--- src/hw/rtl/pdfr_pkg.sv ---
`timescale 1ns / 1ps
// ----------------------------------------------------------------------------
// pdfr_pkg: shared types and constants for the data frame receiver
// Item structs, parser phase and status codes, frame layout constants.
// ----------------------------------------------------------------------------
package pdfr_pkg;

  localparam logic [7:0]  HdrByte        = 8'h79;
  localparam logic [16:0] FixedDataLen   = 17'd10;  // data ctrl + addr + user length
  localparam logic [16:0] BodyOverhead   = 17'd4;   // header offset of the data field
  localparam logic [15:0] MaxUserLenRst  = 16'd256;
  localparam int unsigned AddrBytes      = 6;

  // Byte positions inside a frame, counted from the header byte at zero
  localparam logic [16:0] PosLenLo   = 17'd1;
  localparam logic [16:0] PosLenHi   = 17'd2;
  localparam logic [16:0] PosAddr0   = 17'd7;
  localparam logic [16:0] PosUlenLo  = 17'd13;
  localparam logic [16:0] PosUlenHi  = 17'd14;
  localparam logic [16:0] PosUser0   = 17'd15;
  localparam logic [16:0] PosBodyMin = 17'd4;

  typedef enum logic [1:0] {
    PH_IDLE = 2'd0,
    PH_BODY = 2'd1,
    PH_CSUM = 2'd2,
    PH_CXOR = 2'd3
  } phase_e;

  typedef enum logic [2:0] {
    ST_OK      = 3'd0,
    ST_BAD_HDR = 3'd1,
    ST_CHECK   = 3'd2,
    ST_LENGTH  = 3'd3,
    ST_SIZE    = 3'd4
  } status_e;

  typedef enum logic {
    KIND_DATA   = 1'b0,
    KIND_STATUS = 1'b1
  } kind_e;

  typedef struct packed {
    logic [7:0] rx_byte;
    logic       frame_start;
  } in_item_t;

  typedef struct packed {
    kind_e       kind;
    logic [7:0]  data_byte;
    status_e     status;
    logic [47:0] origin_addr;
    logic [15:0] user_len;
  } out_item_t;

endpackage

--- src/hw/rtl/pdfr_parser.sv ---
`timescale 1ns / 1ps
// ----------------------------------------------------------------------------
// pdfr_parser: frame parser state and per-byte update
// Holds the frame state; on each step consumes one byte and forms at most
// one result.
// ----------------------------------------------------------------------------
module pdfr_parser
  import pdfr_pkg::*;
(
  input  logic        clk_i,
  input  logic        rst_ni,
  input  logic        step_i,
  input  in_item_t    item_i,
  input  logic [15:0] max_user_len_i,
  output logic        res_valid_o,
  output out_item_t   res_o
);

  phase_e      phase_q, phase_d;
  logic [16:0] byte_pos_q, byte_pos_d;
  logic [15:0] data_len_q, data_len_d;
  logic [7:0]  run_sum_q, run_sum_d;
  logic [7:0]  run_xor_q, run_xor_d;
  logic [7:0]  got_sum_q, got_sum_d;
  logic [47:0] origin_addr_q, origin_addr_d;
  logic [15:0] user_len_q, user_len_d;

  logic [7:0]  b;
  logic        start;
  logic        length_ok;
  logic        size_ok;
  logic        body_end;

  assign b         = item_i.rx_byte;
  assign start     = item_i.frame_start;
  assign length_ok = ({1'b0, data_len_q} >= FixedDataLen) &&
                     ((FixedDataLen + {1'b0, user_len_q}) == {1'b0, data_len_q});
  assign size_ok   = user_len_q <= max_user_len_i;
  assign body_end  = (byte_pos_q >= PosBodyMin) &&
                     (byte_pos_q == ({1'b0, data_len_q} + BodyOverhead));

  // Next phase
  always_comb begin
    phase_d = phase_q;
    if (start) begin
      phase_d = (b == HdrByte) ? PH_BODY : PH_IDLE;
    end else begin
      unique case (phase_q)
        PH_IDLE: phase_d = PH_IDLE;
        PH_BODY: phase_d = body_end ? PH_CSUM : PH_BODY;
        PH_CSUM: phase_d = PH_CXOR;
        PH_CXOR: phase_d = PH_IDLE;
        default: phase_d = PH_IDLE;
      endcase
    end
  end

  // Datapath and result
  always_comb begin
    byte_pos_d    = byte_pos_q;
    data_len_d    = data_len_q;
    run_sum_d     = run_sum_q;
    run_xor_d     = run_xor_q;
    got_sum_d     = got_sum_q;
    origin_addr_d = origin_addr_q;
    user_len_d    = user_len_q;
    res_valid_o   = 1'b0;
    res_o         = '{kind: KIND_STATUS, data_byte: 8'h00, status: ST_OK,
                      origin_addr: 48'h0, user_len: 16'h0};

    if (start) begin
      byte_pos_d    = 17'd1;
      data_len_d    = '0;
      run_sum_d     = '0;
      run_xor_d     = '0;
      got_sum_d     = '0;
      origin_addr_d = '0;
      user_len_d    = '0;
      if (b != HdrByte) begin
        res_valid_o  = 1'b1;
        res_o.status = ST_BAD_HDR;
      end
    end else begin
      unique case (phase_q)
        PH_BODY: begin
          run_sum_d  = run_sum_q + b;
          run_xor_d  = run_xor_q ^ b;
          byte_pos_d = byte_pos_q + 17'd1;
          if (byte_pos_q == PosLenLo) begin
            data_len_d[7:0] = b;
          end else if (byte_pos_q == PosLenHi) begin
            data_len_d[15:8] = b;
          end else if (byte_pos_q == PosUlenLo) begin
            user_len_d[7:0] = b;
          end else if (byte_pos_q == PosUlenHi) begin
            user_len_d[15:8] = b;
          end else if (byte_pos_q >= PosUser0) begin
            if (length_ok && size_ok) begin
              res_valid_o       = 1'b1;
              res_o.kind        = KIND_DATA;
              res_o.data_byte   = b;
              res_o.origin_addr = origin_addr_q;
              res_o.user_len    = user_len_q;
            end
          end
          // Address bytes land in their own lane
          for (int i = 0; i < AddrBytes; i++) begin
            if (byte_pos_q == PosAddr0 + 17'(i)) begin
              origin_addr_d[8*i +: 8] = b;
            end
          end
        end
        PH_CSUM: got_sum_d = b;
        PH_CXOR: begin
          res_valid_o = 1'b1;
          if (got_sum_q != run_sum_q || b != run_xor_q) begin
            res_o.status = ST_CHECK;
          end else if (!length_ok) begin
            res_o.status      = ST_LENGTH;
            res_o.origin_addr = origin_addr_q;
            res_o.user_len    = user_len_q;
          end else if (!size_ok) begin
            res_o.status      = ST_SIZE;
            res_o.origin_addr = origin_addr_q;
          end else begin
            res_o.status      = ST_OK;
            res_o.origin_addr = origin_addr_q;
            res_o.user_len    = user_len_q;
          end
        end
        default: ;
      endcase
    end
  end

  always_ff @(posedge clk_i or negedge rst_ni) begin
    if (!rst_ni) begin
      phase_q       <= PH_IDLE;
      byte_pos_q    <= '0;
      data_len_q    <= '0;
      run_sum_q     <= '0;
      run_xor_q     <= '0;
      got_sum_q     <= '0;
      origin_addr_q <= '0;
      user_len_q    <= '0;
    end else if (step_i) begin
      phase_q       <= phase_d;
      byte_pos_q    <= byte_pos_d;
      data_len_q    <= data_len_d;
      run_sum_q     <= run_sum_d;
      run_xor_q     <= run_xor_d;
      got_sum_q     <= got_sum_d;
      origin_addr_q <= origin_addr_d;
      user_len_q    <= user_len_d;
    end
  end

endmodule

--- src/hw/rtl/plc_data_frame_receiver_top.sv ---
`timescale 1ns / 1ps
// ----------------------------------------------------------------------------
// plc_data_frame_receiver_top: length-prefixed frame receiver
// Parses 0x79-headed frames byte by byte, checks sum and XOR, passes user
// bytes and ends each frame with one status item.
// ----------------------------------------------------------------------------
//
//  Channel  | Signals                               | Dir | Carries
//  ---------+---------------------------------------+-----+------------------------
//  in       | in_valid_i, in_ready_o, in_item_i     | in  | one received byte
//  out      | out_valid_o, out_ready_i, out_item_o  | out | user byte or status item
//  cfg      | cfg_we_i, cfg_wdata_i                 | in  | max_user_len write
//
//  Each byte passes through the input register, then the parser step that
//  writes the result register. One item per cycle is sustained while the
//  output is not stalled; the parser state update loops on its registers.
//  Reset clears the parser to idle and max_user_len to 256.
//  A stalled output holds its item and stops the parser step; the input
//  register still fills, and the input side stalls only when both are full.
// ----------------------------------------------------------------------------
module plc_data_frame_receiver_top
  import pdfr_pkg::*;
(
  input  logic        clk_i,
  input  logic        rst_ni,
  input  logic        in_valid_i,
  output logic        in_ready_o,
  input  in_item_t    in_item_i,
  output logic        out_valid_o,
  input  logic        out_ready_i,
  output out_item_t   out_item_o,
  input  logic        cfg_we_i,
  input  logic [15:0] cfg_wdata_i
);

  logic [15:0] max_user_len_q;

  logic        in_v_q, in_v_d;
  in_item_t    in_item_q;
  logic        out_v_q, out_v_d;
  out_item_t   out_item_q;

  logic        out_free;
  logic        step;
  logic        res_valid;
  out_item_t   res;

  // Advance the parser only when the result register can take its output
  assign out_free   = !out_v_q || out_ready_i;
  assign step       = in_v_q && out_free;
  assign in_ready_o = !in_v_q || step;

  assign in_v_d  = in_ready_o ? in_valid_i : in_v_q;
  assign out_v_d = out_free ? (step && res_valid) : out_v_q;

  pdfr_parser u_parser (
    .clk_i          (clk_i),
    .rst_ni         (rst_ni),
    .step_i         (step),
    .item_i         (in_item_q),
    .max_user_len_i (max_user_len_q),
    .res_valid_o    (res_valid),
    .res_o          (res)
  );

  // Configuration register, read live by the parser
  always_ff @(posedge clk_i or negedge rst_ni) begin
    if (!rst_ni) begin
      max_user_len_q <= MaxUserLenRst;
    end else if (cfg_we_i) begin
      max_user_len_q <= cfg_wdata_i;
    end
  end

  // Valid bits
  always_ff @(posedge clk_i or negedge rst_ni) begin
    if (!rst_ni) begin
      in_v_q  <= 1'b0;
      out_v_q <= 1'b0;
    end else begin
      in_v_q  <= in_v_d;
      out_v_q <= out_v_d;
    end
  end

  // Payload registers: capture on accept, hold otherwise
  always_ff @(posedge clk_i) begin
    if (in_valid_i && in_ready_o) begin
      in_item_q <= in_item_i;
    end
    if (step && res_valid) begin
      out_item_q <= res;
    end
  end

  assign out_valid_o = out_v_q;
  assign out_item_o  = out_item_q;

endmodule
--- config.mk ---
export PLATFORM = sky130hd
export DESIGN_NAME = plc_data_frame_receiver_top
export DESIGN_NICKNAME = d
export VERILOG_FILES = /design/src/hw/rtl/pdfr_pkg.sv /design/src/hw/rtl/pdfr_parser.sv /design/src/hw/rtl/plc_data_frame_receiver_top.sv
export SDC_FILE = /design/constraint.sdc
export NUM_CORES = 1
export LEC_CHECK = 0
export BUFFER_PORTS_ARGS = -buffer_cell sky130_fd_sc_hd__buf_2
export CORE_MARGIN = 2
export CORE_UTILIZATION = 59
export CTS_CLUSTER_DIAMETER = 80
export DETAILED_ROUTE_END_ITERATION = 6
export GPL_TIMING_DRIVEN = 0
export HOLD_SLACK_MARGIN = 0.15
export PLACE_DENSITY = 0.78
export REMOVE_ABC_BUFFERS = 1
export SYNTH_ARGS = -nofsm -noshare
export SYNTH_HDL_FRONTEND = slang
export SYNTH_SLANG_ARGS = --single-unit
--- constraint.sdc ---
create_clock -name clk_i -period 5.9 [get_ports clk_i]
set_input_delay 0.59 -clock clk_i [delete_from_list [all_inputs] [get_ports clk_i]]
set_output_delay 0.59 -clock clk_i [all_outputs]
set_load 0.05 [all_outputs]
==> results.md <==
- CTS H-tree depth: 1
- CP Depth: 10
- Synth top area cells: dfrtp_1 32%, edfxtp_1 24%, o21ai_0 6.2%
- Ratio of cells with drive above 1 in the final layout: 15.4%
- Setup_tns: 0 ns
- FMAX: 270 MHz
- Unique masters post-synth: 70
- Status: finished clean
- CP Launch Point: u_parser.user_len_q[5]
- Post-Route WL: 24900 µm
- Critical Path AT: 3.88 ns
- Final Max Slew Viols: 0
- Min-delay worst type: primary input to flop
- 1st-iter DRT viols: 613
- Worst r2r path cells: 10
- TritonCTS clock tree: built
- Root cell of the clock tree: clkbuf_16
- Static leakage: 5.25 nW
- Num CTS Buffers: 24
- CP dominant cell by count: a21o_1
- CTS sink count: 226
- Flip-flop and latch count after synthesis: 226
- Tot Pwr: 0.00442 W
- Post-synth EDFFs: 85
- Crit path to: out_item_o[0]
- Peak supply drop: 0.000293 V
- Slowest-stage cell, CP: dfrtp_1
- Routability cong.: 0.891
- Crit start category: flop
- DR WL/cell: 18.5 µm
- R2r endpoint: out_item_o[0]
- Crit Path Class: flop to flop
- Async set-reset flop share out of synthesis: 62.4%
- Crit path buf inv count: 1
- Die X: 140 µm
- Bufs on Longest Clock Path: 3
- Slowest stage delay, CP: 0.60 ns
- Post-DP HPWL: 16200 µm
- Post-DRT Antenna Nets: 0
- Die area: 0.0195 mm²
- Mapped Cells: 1028
- IO Port Bufs: 107
- Family with the most delay on the worst path: compound AO/OA/AOI/OAI gates
- Core area: 0.0180 mm²
- Post-synth top cells: 140 x dfrtp_1, 135 x o21ai_0, 93 x nand3_1
- Die height: 140 µm
- Mapped Avg Cell Area: 10.6 µm²
- Clock Pin Slew Worst Setup and Hold Paths: 0.06 ns
- Post-CTS setup buffer count: 0
- DRT Pass-1 Iters: 5
- Post-cts sizing count: 0
- Critical path endpoint category: flop
- Finish-stage setup viols: 0
- Via count: 7977
- CP required: 6.08 ns
- DR DRC count: 0
- First-pass GRT wire length: 40000 µm
- I/O pin count: 108
- Pwr/cell area: 357 mW/mm²
- Most common cell in the netlist: dfrtp_1
- Unrepaired setup endpoints after global routing: no
- Vias in the first global route: 7679
- Layout net count: 1162
- Crit share post-route: 62.7%
- CP cell instances: ha_1, a21o_1, a21o_1, a221oi_1, o221ai_1, a22oi_1, nand4_2, nand2_1, and3_4, buf_16
- Syn Std Cell Area: 0.0109 mm²
- Largest net degree at the start of global routing: 89
- Core Rows: 49
- Fin. Hold Viols: 0
- Worst-path fanout max: 67
- Yosys warnings: 0
- Cell taking the most area after synthesis: dfrtp_1
- Gr ovfl total: 0
- Max Cap Viol: 0
- P&R area growth vs syn: 14.1%
- Antenna violations before repair: 0
- Post-DR vias/cell: 5.92
- Worst Skew: 0.0164 ns
- Register area share after synthesis: 56.0%
- Yosys top cell area share: 32.3%
- Initial core utilization: 60.2%
- Diode count: 0
- FF-to-FF Start: u_parser.user_len_q[5]
- Slew HR: 18.4%
- Worst-Skew Late Latency: 0.52 ns
- Post-synth top flop: dfrtp_1
- Gr usage total: 25.4%
- Final Critical Period: 3.70 ns
- Actual slew at the worst max-slew pin: 1.22 ns
- Cts hold-fix bufs: 1
- Reg2reg setup slack: 2.20 ns
-- state kept, by name, indices dropped and copies added (netlist names) --
register and cells:
out_item_o 76, in_item_q 9, u_parser.phase_q 2, u_parser.data_len_q 16, u_parser.byte_pos_q 17, u_parser.run_xor_q 8
u_parser.run_sum_q 8, u_parser.got_sum_q 8, out_valid_o 1, u_parser.user_len_q 16, max_user_len_q 16, u_parser.origin_addr_q 48
in_v_q 1
-- metal layers --
metal	wire [µm]	vias up	global-route usage, %
met3	1520	33	3.27
met2	12100	279	42.9
met4	408	0	6.68
li1	-	3765	-
met5	0	-	0
met1	10900	3900	35.5
-- cell usage in the layout, fill, tap and decap left out, types with 3 or more instances in the layout --
cell type / synthesis / final
a21o_1: 8 / 8
a21oi_1: 21 / 21
a22o_1: 4 / 4
and2_1: 53 / 53
and3_1: 5 / 4
and4_1: 3 / 3
buf_16: 0 / 3
buf_2: 6 / 106
bufinv_16: 0 / 6
clkbuf_1: 52 / 5
clkbuf_16: 0 / 24
clkinv_1: 0 / 5
dfrtp_1: 140 / 140
edfxtp_1: 85 / 85
ha_1: 30 / 30
inv_1: 37 / 37
mux2i_1: 8 / 8
nand2_1: 80 / 79
nand2b_1: 5 / 5
nand3_1: 93 / 93
nand4_1: 17 / 17
nor2_1: 52 / 52
nor2_2: 3 / 3
nor2b_1: 13 / 13
nor2b_2: 7 / 7
nor3_1: 14 / 13
nor4_1: 7 / 7
o2111ai_1: 3 / 3
o211ai_1: 4 / 4
o21ai_0: 135 / 135
or3_1: 6 / 6
or4_1: 3 / 3
xnor2_1: 45 / 45
xor2_1: 34 / 34
-- cell type report --
cell class                      count  area (µm²)
Sequential cell                   226        6080
Timing Repair Buffer              113         666
Multi-Input combinational cell    699        4360
Tap cell                          229         287
Inverter                           37         139
Clock inverter                     15         233
Fill cell                        1358        5640
Clock buffer                       29         619
-- through the flow --
stage | hold slack, ns | util, % | instance area [µm²] | std cells | worst slack (ns)
floorplan | 0.294 | - | 10600 | 962 | 1.55
CTS | 0.225 | 68.5 | 12400 | 1347 | 1.81
global route | 0.225 | 68.7 | 12400 | 1348 | 1.99
global placement | 0.472 | 63.2 | 11400 | 1298 | 0.353
detailed placement | 0.482 | 63.8 | 11500 | 1302 | 1.83
finish | 0.244 | 68.7 | 12400 | 1348 | 2.20
-- worst min-delay path by stage --
stage / startpoint / end / slack, ns / cells after the start
final: in_item_i[7] / in_item_q[7] / 0.24 / 1
after global routing: in_item_i[4] / in_item_q[4] / 0.22 / 1
after CTS: in_item_i[6] / in_item_q[6] / 0.23 / 1
after detailed placement: u_parser.origin_addr_q[8] / u_parser.origin_addr_q[8] / 0.48 / 2
after global placement: u_parser.origin_addr_q[10] / u_parser.origin_addr_q[10] / 0.47 / 2
after floorplan: rst_ni / in_v_q / 0.29 / 0
-- worst register-to-register path, cell delays in order (launching register included) --
cell and delay (ns):
dfrtp_1 0.60, ha_1 0.33, a21o_1 0.18, a21o_1 0.18, a221oi_1 0.27, o221ai_1 0.27, a22oi_1 0.36, nand4_2 0.24
nand2_1 0.22, and3_4 0.35, buf_16 0.33
-- where the power goes --
part           internal, W  total, W  switching (W)
Combinational     0.000320  0.000805       0.000485
Clock              0.00101   0.00162       0.000607
Sequential         0.00177   0.00199       0.000220
-- cells by family after synthesis --
family / synth area share [%]
xor gates and xnor gates: 6.37
adders and majority gates: 3.64
AOI/OAI and AO/OA: 11.3
and+or+nand+nor: 17.9
muxes: 0.842
buffers and inverters: 3.93
DFF: 56.0
(Power assumes the default switching activity.)
